===== config.mk =====
export PLATFORM = sky130hd
export DESIGN_NAME = sensor_frame_parser_resync
export DESIGN_NICKNAME = d
export VERILOG_FILES = /design/src/hw/rtl/sfpr_pkg.sv /design/src/hw/rtl/sensor_frame_parser_resync.sv /design/src/hw/rtl/sfpr_cell.sv
export SDC_FILE = /design/constraint.sdc
export NUM_CORES = 1
export LEC_CHECK = 0
export BUFFER_PORTS_ARGS = -buffer_cell sky130_fd_sc_hd__buf_2
export CAP_MARGIN = 20
export CORE_MARGIN = 2
export CORE_UTILIZATION = 57
export DETAILED_ROUTE_END_ITERATION = 10
export PLACE_DENSITY = 0.78
export SETUP_SLACK_MARGIN = 0.5
export SLEW_MARGIN = 10
export SYNTH_ARGS = -nofsm -noshare
export SYNTH_HDL_FRONTEND = slang
export SYNTH_HIERARCHICAL = 1
export SYNTH_SLANG_ARGS = --single-unit

===== constraint.sdc =====
create_clock -name clk -period 12.9 [get_ports clk]
set_input_delay 0 -clock clk [delete_from_list [all_inputs] [get_ports clk]]
set_output_delay 0 -clock clk [all_outputs]
set_load 0.02 [all_outputs]

===== src/hw/rtl/sfpr_pkg.sv =====
// Package of the frame parser: codes, reset values and fixed widths.
`default_nettype none
package sfpr_pkg;

  localparam int unsigned BYTE_W  = 8;
  localparam int unsigned WORD_W  = 16;
  localparam int unsigned CFG_IDX_W = 2;
  localparam int unsigned NUM_WORD_BYTES = 8;  // bytes 2..9 carry four words
  localparam int unsigned FIRST_WORD_BYTE = 2;

  // Configuration register indexes.
  localparam logic [CFG_IDX_W-1:0] CFG_SYNC_VALUE   = 2'd0;
  localparam logic [CFG_IDX_W-1:0] CFG_KIND_PATTERN = 2'd1;

  localparam logic [BYTE_W-1:0] SYNC_VALUE_RST   = 8'h55;
  localparam logic [BYTE_W-1:0] KIND_PATTERN_RST = 8'h50;

  typedef enum logic {
    STATUS_FRAME  = 1'b0,
    STATUS_REJECT = 1'b1
  } status_t;

  typedef logic [BYTE_W-1:0] byte_t;

endpackage
`default_nettype wire


===== src/hw/rtl/sensor_frame_parser_resync.sv =====
// Top level of the sync-byte / checksum frame parser with byte resync.
//
// Use: feed received serial bytes on in_rx_byte with in_valid; a byte is
// taken at an edge where in_valid is high and in_stall is low. Each byte
// enters a shift line of FRAME_BYTES cells. Once FRAME_BYTES bytes are held
// the frame is checked (sync byte, type pattern, 8-bit checksum of all but
// the last byte against the last byte). A good frame gives a request with
// out_status = frame, the type byte and four signed little-endian words,
// and the line restarts empty. A bad frame gives a reject request with
// zero payload and the parser slides one byte, so it relocks within a frame.
// Bytes that only fill the line give no request.
// The request appears in the cycle after the byte that closes the frame.
// Throughput: one byte per cycle while in_stall is low; the check uses a
// running checksum register updated by one add and one subtract per byte.
// Stall: the result register holds its request while out_stall is high, and
// in_stall is raised only while a held request is stalled.
// Reset (rst_n low, synchronous): line and fill count cleared, config back
// to sync 0x55 and pattern 0x50, no request pending.
// Config: write cfg_wdata to register cfg_index with cfg_we, while idle.
`default_nettype none
module sensor_frame_parser_resync #(
  parameter int unsigned FRAME_BYTES = 11
) (
  input  wire logic                               clk,
  input  wire logic                               rst_n,
  // configuration
  input  wire logic                               cfg_we,
  input  wire logic [sfpr_pkg::CFG_IDX_W-1:0]     cfg_index,
  input  wire logic [sfpr_pkg::BYTE_W-1:0]        cfg_wdata,
  // input bytes
  input  wire logic                               in_valid,
  output logic                                    in_stall,
  input  wire logic [sfpr_pkg::BYTE_W-1:0]        in_rx_byte,
  // results
  output logic                                    out_valid,
  input  wire logic                               out_stall,
  output logic                                    out_status,
  output logic [sfpr_pkg::BYTE_W-1:0]             out_frame_kind,
  output logic signed [sfpr_pkg::WORD_W-1:0]      out_word_a,
  output logic signed [sfpr_pkg::WORD_W-1:0]      out_word_b,
  output logic signed [sfpr_pkg::WORD_W-1:0]      out_word_c,
  output logic signed [sfpr_pkg::WORD_W-1:0]      out_word_d
);

  localparam int unsigned CNT_W = $clog2(FRAME_BYTES);
  localparam logic [CNT_W-1:0] CNT_LAST = CNT_W'(FRAME_BYTES - 1);

  // ---------------------------------------------------------------------
  // Configuration registers
  // ---------------------------------------------------------------------
  sfpr_pkg::byte_t sync_r, sync_nxt;
  sfpr_pkg::byte_t kind_r, kind_nxt;

  always_comb begin
    sync_nxt = sync_r;
    kind_nxt = kind_r;
    if (cfg_we) begin
      case (cfg_index)
        sfpr_pkg::CFG_SYNC_VALUE:   sync_nxt = cfg_wdata;
        sfpr_pkg::CFG_KIND_PATTERN: kind_nxt = cfg_wdata;
        default: ;  // drop writes to unknown registers
      endcase
    end
  end

  always_ff @(posedge clk) begin
    if (!rst_n) begin
      sync_r <= sfpr_pkg::SYNC_VALUE_RST;
      kind_r <= sfpr_pkg::KIND_PATTERN_RST;
    end else begin
      sync_r <= sync_nxt;
      kind_r <= kind_nxt;
    end
  end

  // ---------------------------------------------------------------------
  // Handshake
  // ---------------------------------------------------------------------
  logic out_valid_r, out_valid_nxt;
  logic in_acc;

  // Stall the input only while a finished request waits on the receiver.
  assign in_stall = out_valid_r & out_stall;
  assign in_acc   = in_valid & ~in_stall;

  // ---------------------------------------------------------------------
  // Shift line: cell 0 holds the oldest byte, the last cell the newest.
  // It always holds the most recent FRAME_BYTES bytes, which equals the
  // frame window whenever a full window is checked.
  // ---------------------------------------------------------------------
  sfpr_pkg::byte_t cell_q [FRAME_BYTES];

  for (genvar k = 0; k < FRAME_BYTES; k++) begin : g_cell
    if (k == FRAME_BYTES - 1) begin : g_tail
      sfpr_cell u_cell (
        .clk      (clk),
        .rst_n    (rst_n),
        .shift_en (in_acc),
        .d        (in_rx_byte),
        .q        (cell_q[k])
      );
    end else begin : g_body
      sfpr_cell u_cell (
        .clk      (clk),
        .rst_n    (rst_n),
        .shift_en (in_acc),
        .d        (cell_q[k+1]),
        .q        (cell_q[k])
      );
    end
  end

  // Running 8-bit sum of cells 0..FRAME_BYTES-2; after a shift those cells
  // are the old cells 1..FRAME_BYTES-1.
  sfpr_pkg::byte_t sum_r, sum_nxt;

  always_comb begin
    sum_nxt = sum_r - cell_q[0] + cell_q[FRAME_BYTES-1];
  end

  always_ff @(posedge clk) begin
    if (!rst_n) begin
      sum_r <= '0;
    end else if (in_acc) begin
      sum_r <= sum_nxt;
    end
  end

  // ---------------------------------------------------------------------
  // Fill count and frame check. The window after this byte is old cells
  // 1..FRAME_BYTES-1 followed by the incoming byte.
  // ---------------------------------------------------------------------
  logic [CNT_W-1:0] cnt_r, cnt_nxt;
  logic             full;
  logic             frame_ok;

  assign full = (cnt_r == CNT_LAST);

  always_comb begin
    frame_ok = (cell_q[1] == sync_r) &&
               ((cell_q[2] & kind_r) == kind_r) &&
               (sum_nxt == in_rx_byte);
  end

  always_comb begin
    cnt_nxt = cnt_r;
    if (in_acc) begin
      if (!full) begin
        cnt_nxt = cnt_r + 1'b1;
      end else if (frame_ok) begin
        cnt_nxt = '0;          // restart empty after a good frame
      end else begin
        cnt_nxt = CNT_LAST;    // slide one byte, keep the rest
      end
    end
  end

  always_ff @(posedge clk) begin
    if (!rst_n) begin
      cnt_r <= '0;
    end else begin
      cnt_r <= cnt_nxt;
    end
  end

  // Word bytes 2..9 of the window; a byte at or past the checksum reads 0.
  sfpr_pkg::byte_t wbyte [sfpr_pkg::NUM_WORD_BYTES];

  for (genvar j = 0; j < sfpr_pkg::NUM_WORD_BYTES; j++) begin : g_wbyte
    if (j + sfpr_pkg::FIRST_WORD_BYTE < FRAME_BYTES - 1) begin : g_live
      assign wbyte[j] = cell_q[j + sfpr_pkg::FIRST_WORD_BYTE + 1];
    end else begin : g_zero
      assign wbyte[j] = '0;
    end
  end

  // ---------------------------------------------------------------------
  // Result register
  // ---------------------------------------------------------------------
  logic                              load;
  logic                              status_r;
  sfpr_pkg::byte_t                   kind_out_r;
  logic signed [sfpr_pkg::WORD_W-1:0] word_a_r, word_b_r, word_c_r, word_d_r;

  assign load = in_acc & full;

  always_comb begin
    out_valid_nxt = out_valid_r;
    if (load) begin
      out_valid_nxt = 1'b1;
    end else if (!out_stall) begin
      out_valid_nxt = 1'b0;
    end
  end

  always_ff @(posedge clk) begin
    if (!rst_n) begin
      out_valid_r <= 1'b0;
    end else begin
      out_valid_r <= out_valid_nxt;
    end
  end

  always_ff @(posedge clk) begin
    if (load) begin
      if (frame_ok) begin
        status_r   <= sfpr_pkg::STATUS_FRAME;
        kind_out_r <= cell_q[2];
        word_a_r   <= {wbyte[1], wbyte[0]};
        word_b_r   <= {wbyte[3], wbyte[2]};
        word_c_r   <= {wbyte[5], wbyte[4]};
        word_d_r   <= {wbyte[7], wbyte[6]};
      end else begin
        status_r   <= sfpr_pkg::STATUS_REJECT;
        kind_out_r <= '0;
        word_a_r   <= '0;
        word_b_r   <= '0;
        word_c_r   <= '0;
        word_d_r   <= '0;
      end
    end
  end

  assign out_valid      = out_valid_r;
  assign out_status     = status_r;
  assign out_frame_kind = kind_out_r;
  assign out_word_a     = word_a_r;
  assign out_word_b     = word_b_r;
  assign out_word_c     = word_c_r;
  assign out_word_d     = word_d_r;

endmodule
`default_nettype wire


===== src/hw/rtl/sfpr_cell.sv =====
// One byte cell of the frame shift line.
`default_nettype none
module sfpr_cell (
  input  wire logic          clk,
  input  wire logic          rst_n,
  input  wire logic          shift_en,
  input  wire sfpr_pkg::byte_t d,
  output sfpr_pkg::byte_t    q
);

  sfpr_pkg::byte_t data_r;
  sfpr_pkg::byte_t data_nxt;

  always_comb begin
    data_nxt = shift_en ? d : data_r;
  end

  // Clear on reset so the running checksum of the line starts consistent.
  always_ff @(posedge clk) begin
    if (!rst_n) begin
      data_r <= '0;
    end else begin
      data_r <= data_nxt;
    end
  end

  assign q = data_r;

endmodule
`default_nettype wire


== After elaboration in Yosys (flattened, before gate mapping) ==
Cells that the tools add are included.

* Register bits after elaboration: 190
* Input port bits: 23
* Output and inout bits: 75
* Word-level logic and storage cells: 46

* Add/subtract/negate cells: 3
* Equal/unequal tests: 6
* Muxes and demuxes: 5
* Bitwise logic cells: 5
* Reduce and logical (&&, ||, !) cells: 5

{| class="wikitable"
|+ Operators with widths
! cell !! number
|-
| 8-bit == test || 3
|-
| 8-bit adder || 1
|-
| 8-bit bitwise AND || 1
|-
| 4-bit two-way mux || 2
|-
| 8-bit subtractor || 1
|-
| 4-bit by 1-bit adder with 4-bit output, second input constant || 1
|-
| 4-bit == test, second input constant || 1
|-
| 2-bit AND reduction || 2
|-
| 1-bit bitwise AND || 3
|-
| 1-bit two-way mux || 3
|-
| 2-bit by 1-bit == test with 1-bit output, second input constant || 1
|-
| 1-bit logical AND || 2
|-
| 2-bit logical NOT || 1
|-
| 2-bit by 1-bit inequality test with 1-bit output, second input constant || 1
|-
| 1-bit NOT || 1
|}

== Logic depth before layout (Yosys ltp) ==
Gate-level depths: netlist of run 1.

* Word-level depth: 6
* Depth in mapped cells: 14
* Gate-level depth less buffers: 12

== Modules after synthesis ==
Netlist of run 1, hierarchy kept.

{| class="wikitable"
|+ By module, submodules not included
! module !! instances !! cells an instance !! area each (um^2) !! sequential area each (um^2)
|-
| sensor_frame_parser_resync || 1 || 419 || 4942.2 || 2772.7
|-
| sfpr_cell || 11 || 25 || 301.5 || 160.2
|}

== Least setup slack after synthesis of run 1 ==
Ideal clock, no wire load.

* Path type: reg-to-reg
* Start: register out_valid_r (netlist: out_valid)
* End: register kind_out_r[0] (netlist: out_frame_kind[0]), enable pin
* Setup time: 0.598 ns
* Data arrival time: 5.763 ns
* Data required time: 12.302 ns
* Path slack: 6.539 ns
* Stages on the path, launching flop included: 4
* Buffers on the path: 0
* Clock period less this slack: 6.361 ns
* Cell sequence: dfxtp_1 nand2_1 nand2_1 nor3_1

* Cells in the longest elaborated chain, start to end: 4

{| class="wikitable"
|+ Ends and longest elaborated chain
! element !! line !! source
|-
| start, declared || sensor_frame_parser_resync.sv:79 || <nowiki>logic out_valid_r, out_valid_nxt;</nowiki>
|-
| start signal, assigned || sensor_frame_parser_resync.sv:200 || <nowiki>out_valid_r <= out_valid_nxt;</nowiki>
|-
| 1-bit bitwise AND || sensor_frame_parser_resync.sv:83 || <nowiki>assign in_stall = out_valid_r & out_stall;</nowiki>
|-
| 1-bit NOT || sensor_frame_parser_resync.sv:84 || <nowiki>assign in_acc = in_valid & ~in_stall;</nowiki>
|-
| 1-bit bitwise AND || sensor_frame_parser_resync.sv:84 ||
|-
| 1-bit bitwise AND || sensor_frame_parser_resync.sv:185 || <nowiki>assign load = in_acc & full;</nowiki>
|-
| via load || sensor_frame_parser_resync.sv:180 || <nowiki>logic load;</nowiki>
|-
| end signal, assigned || sensor_frame_parser_resync.sv:208 || <nowiki>kind_out_r <= cell_q[2];</nowiki>
|-
| end, declared || sensor_frame_parser_resync.sv:182 || <nowiki>sfpr_pkg::byte_t kind_out_r;</nowiki>
|}

The timed path passes the listed nets, and every way through them passes these cells.
A chain may end at the register's enable or synchronous reset.

== Worst setup path after layout of run 1 ==
* Start: register g_cell[10].g_tail.u_cell.data_r[5]
* End: register word_a_r, in the netlist out_word_a[3], data pin

* Cells in the longest elaborated chain, start to end: 3

{| class="wikitable"
|+ Ends and longest elaborated chain
! element !! line !! source
|-
| start, declared || sfpr_cell.sv:11 || <nowiki>sfpr_pkg::byte_t data_r;</nowiki>
|-
| start signal, assigned || sfpr_cell.sv:23 || <nowiki>data_r <= data_nxt;</nowiki>
|-
| 8-bit adder || sensor_frame_parser_resync.sv:118 || <nowiki>sum_nxt = sum_r - cell_q[0] + cell_q[FRAME_BYTES-1];</nowiki>
|-
| 8-bit == test || sensor_frame_parser_resync.sv:142 || <nowiki>(sum_nxt == in_rx_byte);</nowiki>
|-
| 1-bit logical AND || sensor_frame_parser_resync.sv:141 || <nowiki>((cell_q[2] & kind_r) == kind_r) &&</nowiki>
|-
| end signal, assigned || sensor_frame_parser_resync.sv:209 || <nowiki>word_a_r <= {wbyte[1], wbyte[0]};</nowiki>
|-
| end, declared || sensor_frame_parser_resync.sv:183 || <nowiki>logic signed [sfpr_pkg::WORD_W-1:0] word_a_r, word_b_r, word_c_r, word_d_r;</nowiki>
|}

No other way between the ends.

==> results.toml, run 1 <==
[outcome]
outcome = "complete, no violations"

[critical_path]
cp.arrival_ns = 3.75
cp.required_ns = 13.09
cp-end-kind = "flip-flop"
path_class = "reg2reg"
path_max_fanout = 60
reg2reg_slack_ns = 9.33
worstRegToRegCells = 10
r2r_start = "g_cell[10].g_tail.u_cell/q[5]$_SDFFE_PN0P_"
r2r-end = "out_word_a[3]$_SDFFCE_PN0P_"
start_kind = "flip-flop"

[synth]
ys_ff_latch = 190
synth-edff-count = 73
synth.most_common_cell = "dfxtp_1"
synth_area_leaders = "dfxtp_1, edfxtp_1, mux2i_1"
async_reset_ff_frac = 0
syn_avg_cell_area_um2 = 11.9
synth-main-ff-cell = "dfxtp_1"
synth.largest_area_cell = "dfxtp_1"
ys_types = 52
syn-num-nets = 734
netlist.area_leader.share = 0.284
yosysSeqAreaShare = 0.549
netlist_instances = 694
ys_warn_count = 6
synthTopCellsByCount = "dfxtp_1, mux2i_1, nor2b_1, and2_1, edfxtp_1"
syn-cell-area_mm2 = 0.00826

[power]
p_sw_w = 0.000396
p_int_w = 0.00103
p_per_area_mw_per_mm2 = 150
vdd_ir_drop_max_v = 0.000108
power.share.clock = 0.375
p_leak_nw = 3.87
switching_share = 0.277
finalPower_w = 0.00143
combPwrFrac = 0.179
pwr-share-seq = 0.447

[hold_path]
hold_end = "sync_r[4]$_SDFFE_PN1P_"
hp-class = "in2reg"
min_from = "cfg_index[1]"
hold_depth = 5

[detailed_routing]
drt-met1-wl_um = 7160
wl_met2_um = 7770
first_pass_iters = 4
wirelength_um = 16000
remaining_drc_errors = 0
wl_met3_um = 626
via_per_inst = 5.16
antenna_left = 0
drt_iter0_drc = 320
topRoutingLayerUsed = "met4"
via_count = 5145
wl_per_cell_um = 16.0

[clock_network]
cts.sinks = 190
cts-buffers-inserted = 17
worstSkewPairLatency_ns = 0.44
htree_levels = 4
clockBufferDepth = 2
path_clk_slew_ns = 0.07
cts_tree = "built"
cts.root.buffer_cell = "clkbuf_16"

[global_route]
grt-ovfl-total = 0
grt_max_degree = 119
track_usage = 0.212
grt_pass1_wl_um = 26100
grt_pass1_vias = 5096
grt_antenna_before_repair = 0

[sta]
fmax_mhz = 280
slew_viol_final = 0
slew_headroom = 0.338
rsz0062_at_grt = "false"
setup_violations = 0
fin_skew_ns = 0.00782
worst_slew_pin_slew_ns = 0.993
fin_ws_ns = 9.33
tns_ns = 0
finalCritPeriodShare = 0.276
hold_viol = 0
min_period_ns = 3.57

[floorplan]
ios = 98
rows = 43
start_util = 0.588
die_w_um = 124
die_y_um = 124
core_area_mm2 = 0.0140
die_area_mm2 = 0.0155

[cells_and_area]
syn_to_final_growth_pct = 15.7
final_area_mm2 = 0.00956
diodes = 0
finalCoreUtilization = 0.681
drive_above_1_share = 0.175
nets = 844
nFillCells = 1067

[placement]
dp_slack_ns = 8.96
io_buffer_count = 97
dpl.hpwl_um = 10400
place_area_mm2 = 0.00875
gp_congestion = 0.853

[job]
cap_violations = 0
==> cell type report <==
type,instances,area [um^2],area share
Clock inverter,15,178,0.0186
Tap cell,180,225,0.0236
Clock buffer,17,425,0.0445
Inverter,37,141,0.0148
Sequential cell,190,4530,0.474
Multi-Input combinational cell,438,3340,0.349
Timing Repair Buffer,120,716,0.0749
==> critical path: stages, from the launching register on <==
cell	delay [ns]
dfxtp_1	0.43
inv_1	0.10
fa_1	0.54
inv_1	0.04
ha_1	0.41
nor4b_1	0.71
nor4b_1	0.12
o2111a_1	0.16
and4bb_2	0.36
buf_12	0.22
and2_1	0.19
==> cells by family after synthesis <==
logic type | Yosys count | synth area share
xor gates and xnor gates | 23 | 0.0253
buffers and inverters | 66 | 0.0474
and+or+nand+nor | 249 | 0.178
adders and majority gates | 17 | 0.0321
muxes | 107 | 0.130
DFF | 190 | 0.549
AOI/OAI and AO/OA | 42 | 0.0380
==> registers in the layout, summed over array words and instances (netlist names) <==
| signal | cells |
|---|---|
| out_status | 1 |
| sync_r | 8 |
| out_frame_kind | 8 |
| cnt_r | 4 |
| sum_r | 8 |
| out_word_a | 16 |
| out_word_c | 16 |
| out_word_b | 16 |
| out_word_d | 16 |
| g_cell.g_body.u_cell/q | 80 |
| kind_r | 8 |
| g_cell.g_tail.u_cell/q | 8 |
| out_valid | 1 |
==> what timing repair did <==
action                    in CTS  in global routing
resized for setup              0                  0
setup buffers                  0                  0
hold buffers                  18                  0
hold endpoints to repair      25                  0
==> placed cells by master (no fill, tap or decap), types with 3 or more instances in the layout <==
master / count
a21boi_0: 5
a21o_1: 3
a21oi_1: 6
and2_1: 76
buf_2: 97
buf_4: 4
clkbuf_16: 17
clkinvlp_4: 4
dfxtp_1: 117
dlygate4sd3_1: 18
edfxtp_1: 73
fa_1: 7
ha_1: 10
inv_1: 35
inv_6: 4
mux2i_1: 107
nand2_1: 29
nand2b_1: 4
nand3b_1: 3
nand4_1: 5
nor2_1: 11
nor2b_1: 99
nor3_1: 5
nor4_1: 3
nor4b_1: 3
o21ai_0: 6
o22ai_1: 5
xnor2_1: 14
xor2_1: 8
==> per-layer routing <==
layer,GRT usage,up-vias
li1,-,2561
met1,0.272,2435
met2,0.347,116
met3,0.0451,33
met4,0.0925,0
met5,0,-
==> metrics by stage <==
stage,instances,hold WS (ns)
detailed placement,946,0.239
global placement,946,0.233
CTS,996,0.0594
floorplan,694,0.125
global route,997,0.0874
finish,997,0.0677
==> worst max-delay path by stage <==
stage	from	endpoint	depth (start not counted)
floorplan	out_valid$_SDFFE_PN0P_	out_frame_kind[0]$_SDFFCE_PN0P_	3
global placement	g_cell[10].g_tail.u_cell/q[1]$_SDFFE_PN0P_	out_word_b[1]$_SDFFCE_PN0P_	9
detailed placement	g_cell[10].g_tail.u_cell/q[1]$_SDFFE_PN0P_	out_word_b[11]$_SDFFCE_PN0P_	9
CTS	g_cell[10].g_tail.u_cell/q[1]$_SDFFE_PN0P_	out_word_c[6]$_SDFFCE_PN0P_	9
global route	g_cell[10].g_tail.u_cell/q[1]$_SDFFE_PN0P_	out_word_c[6]$_SDFFCE_PN0P_	10
finish	g_cell[10].g_tail.u_cell/q[5]$_SDFFE_PN0P_	out_word_a[3]$_SDFFCE_PN0P_	10
==> power by group through the flow <==
stage / logic (W) / clock network, W / registers (W)
after floorplan: 0.000205 / 0 / 0.000649
after global placement: 0.000246 / 0 / 0.000652
after detailed placement: 0.000248 / 0 / 0.000652
after CTS: 0.000254 / 0.000542 / 0.000639
after global routing: 0.000282 / 0.000565 / 0.000640
final: 0.000255 / 0.000536 / 0.000639
Note: power is estimated with default switching activity, not from simulation.
==> inputs of run 2 (changes only) <==
--- a/config.mk
+++ b/config.mk
@@ -8,9 +8,9 @@
 export BUFFER_PORTS_ARGS = -buffer_cell sky130_fd_sc_hd__buf_2
 export CAP_MARGIN = 20
 export CORE_MARGIN = 2
-export CORE_UTILIZATION = 57
+export CORE_UTILIZATION = 52
 export DETAILED_ROUTE_END_ITERATION = 10
-export PLACE_DENSITY = 0.78
+export PLACE_DENSITY = 0.75
 export SETUP_SLACK_MARGIN = 0.5
 export SLEW_MARGIN = 10
 export SYNTH_ARGS = -nofsm -noshare
==> constraint.sdc (replaced) <==
create_clock -name clk -period 3.1 [get_ports clk]
set_input_delay 0 -clock clk [delete_from_list [all_inputs] [get_ports clk]]
set_output_delay 0 -clock clk [all_outputs]
set_load 0.02 [all_outputs]
==> run 2 against run 1 <==
  * The run now ends with negative setup slack left
  * Count of clock-buffer cells in the layout up 3
  * Cell count up 6.9%
  * Sequential power rose to 4.2 times the previous value
  * Largest power group unchanged
==> results.toml, run 2 (synthesized netlist as in run 1, its figures left out) <==
[sta]
setup_violations = 73
fin_ws_ns = -0.0886
hold_viol = 0
slew_headroom = 0.314
worst_slew_pin_slew_ns = 1.03
finalCritPeriodShare = 1.03
fmax_mhz = 314
fin_skew_ns = 0.0113
rsz0062_at_grt = "true"
slew_viol_final = 0
min_period_ns = 3.19

[critical_path]
cp_slowest_cell = "fa_2"
cp_top_family = "adder cells"
cp.required_ns = 3.40
start_kind = "flip-flop"
crit_chain = "inv_2 -> fa_1 -> fa_2 -> xor2_2 -> nand4_1 -> nor4b_2 -> o2111a_1 -> and4bb_4 -> buf_12 -> clkbuf_16 -> and2_1"
path_max_fanout = 8
path_class = "reg2reg"
path_buf_inv = 3
cp-end-kind = "flip-flop"
cp.arrival_ns = 3.49
critPathMaxStageDelay_ns = 0.60

[placement]
dp_slack_ns = -0.157
gp_congestion = 0.897
io_buffer_count = 97
place_area_mm2 = 0.00909
dpl.hpwl_um = 11300
place_inst = 1002

[job]
cap_violations = 0

[cells_and_area]
largest_reg_flops = 80
nFillCells = 1195
syn_to_final_growth_pct = 25.0
final_common_cell = "dfxtp_1"
layout_common_cells = "dfxtp_1, mux2i_1, nor2b_1, buf_2, edfxtp_1"
final_area_mm2 = 0.0103
drive_above_1_share = 0.285
regArea_mm2 = 0.00455
nets = 876
multi_input_area_mm2 = 0.00363
final_cells = 1066

[detailed_routing]
via_count = 5564
via_per_inst = 5.22
drt_iter0_drc = 376
antenna_left = 0
wl_per_cell_um = 17.0
first_pass_iters = 5
remaining_drc_errors = 0
wirelength_um = 18100

[clock_network]
cts.sinks = 190
path_clk_slew_ns = 0.07
worstSkewPairLatency_ns = 0.44
htree_levels = 4
cts.root.buffer_cell = "clkbuf_16"
cts-buffers-inserted = 17
clockBufferDepth = 2
cts_tree = "built"

[floorplan]
rows = 46
start_util = 0.526
die_area_mm2 = 0.0169
core_area_mm2 = 0.0157
die_y_um = 130
die_w_um = 130
ios = 98

[global_route]
use_met2 = 0.346
grt_max_degree = 76
grt_use_met1 = 0.274
grt-ovfl-total = 0
grt_antenna_before_repair = 0
grt-busiest-layer = "met2"
grt_use_met3 = 0.0508
grt_pass1_wl_um = 27500
track_usage = 0.213
grt_pass1_vias = 5342

[outcome]
violations = "negative setup slack"
outcome = "finished, violations left"

[power]
p_per_area_mw_per_mm2 = 607
p_leak_nw = 4.18
vdd_ir_drop_max_v = 0.000409

[hold_path]
hp-class = "in2reg"
-- run 2: cell types whose count changed in the layout (fill, tap and decap cells not counted), moves of 4 or more --
| cell | change |
|---|---|
| dfxtp_1 | -9 |
| buf_4 | +18 |
| ha_1 | -7 |
| ha_4 | +7 |
| clkbuf_16 | +5 |
| inv_2 | +6 |
| inv_1 | -6 |
| and2_1 | -30 |
| dfxtp_2 | +8 |
| buf_12 | +5 |
| and2_4 | +30 |
| clkinvlp_4 | -4 |
-- run 2: where the power goes --
| group | switching, W | total [W] | internal [W] |
|---|---|---|---|
| logic | 0.000787 | 0.00148 | 0.000695 |
| clock network | 0.000987 | 0.00212 | 0.00114 |
| registers | 0.0000372 | 0.00266 | 0.00262 |
| total | 0.00181 | 0.00626 | 0.00445 |
-- run 2: final cells by class --
cell class,count,share of cell area
timing repair buffer,152,0.112
clock inverter,12,0.00969
tap,216,0.0262
antenna,1,0.000242
multi-input combinational,438,0.352
sequential,190,0.440
inverter,37,0.0137
clock buffer,20,0.0463
-- run 2: what timing repair did --
action	4_1_cts	5_1_grt
endpoints found under the hold margin	25	0
setup endpoints to repair	75	77
pin swaps	6	9
gates resized for setup	22	37
gates cloned	3	5
hold buffers	18	0
setup buffers	4	1
-- run 2: worst reg2reg max path, stage by stage, from the launching register on --
cell       delay, ns
dfxtp_2         0.32
inv_2           0.04
fa_1            0.52
fa_2            0.60
xor2_2          0.19
nand4_1         0.12
nor4b_2         0.26
o2111a_1        0.26
and4bb_4        0.29
buf_12          0.16
clkbuf_16       0.16
and2_1          0.13
-- run 2: metrics by stage --
stage	power (W)	hold slack, ns	TNS, ns	utilization
after global placement	0.00391	0.232	-0.00892	0.579
after detailed placement	0.00397	0.242	-8.38	0.579
after CTS	0.00619	0.0538	-4.86	0.642
after floorplan	0.00364	0.125	0	-
final	0.00626	0.0672	-4.22	0.657
after global routing	0.00650	0.0917	-11.89	0.657
-- run 2: metal layers --
metal	vias to the layer above	share of wire
met1	2671	0.45
li1	2651	-
met3	51	0.045
met4	0	0.031
met2	191	0.48
met5	-	0
-- run 2: final timing paths --
path	start	to	slack (ns)	cells after the start
max reg2reg	sum_r[1]$_SDFFE_PN0P_	out_word_a[1]$_SDFFCE_PN0P_	-0.09	11
min	cfg_index[1]	sync_r[0]$_SDFFE_PN1P_	0.07	5
max	sum_r[1]$_SDFFE_PN0P_	out_word_a[1]$_SDFFCE_PN0P_	-0.09	11
min reg2reg	sum_r[0]$_SDFFE_PN0P_	sum_r[0]$_SDFFE_PN0P_	0.47	2
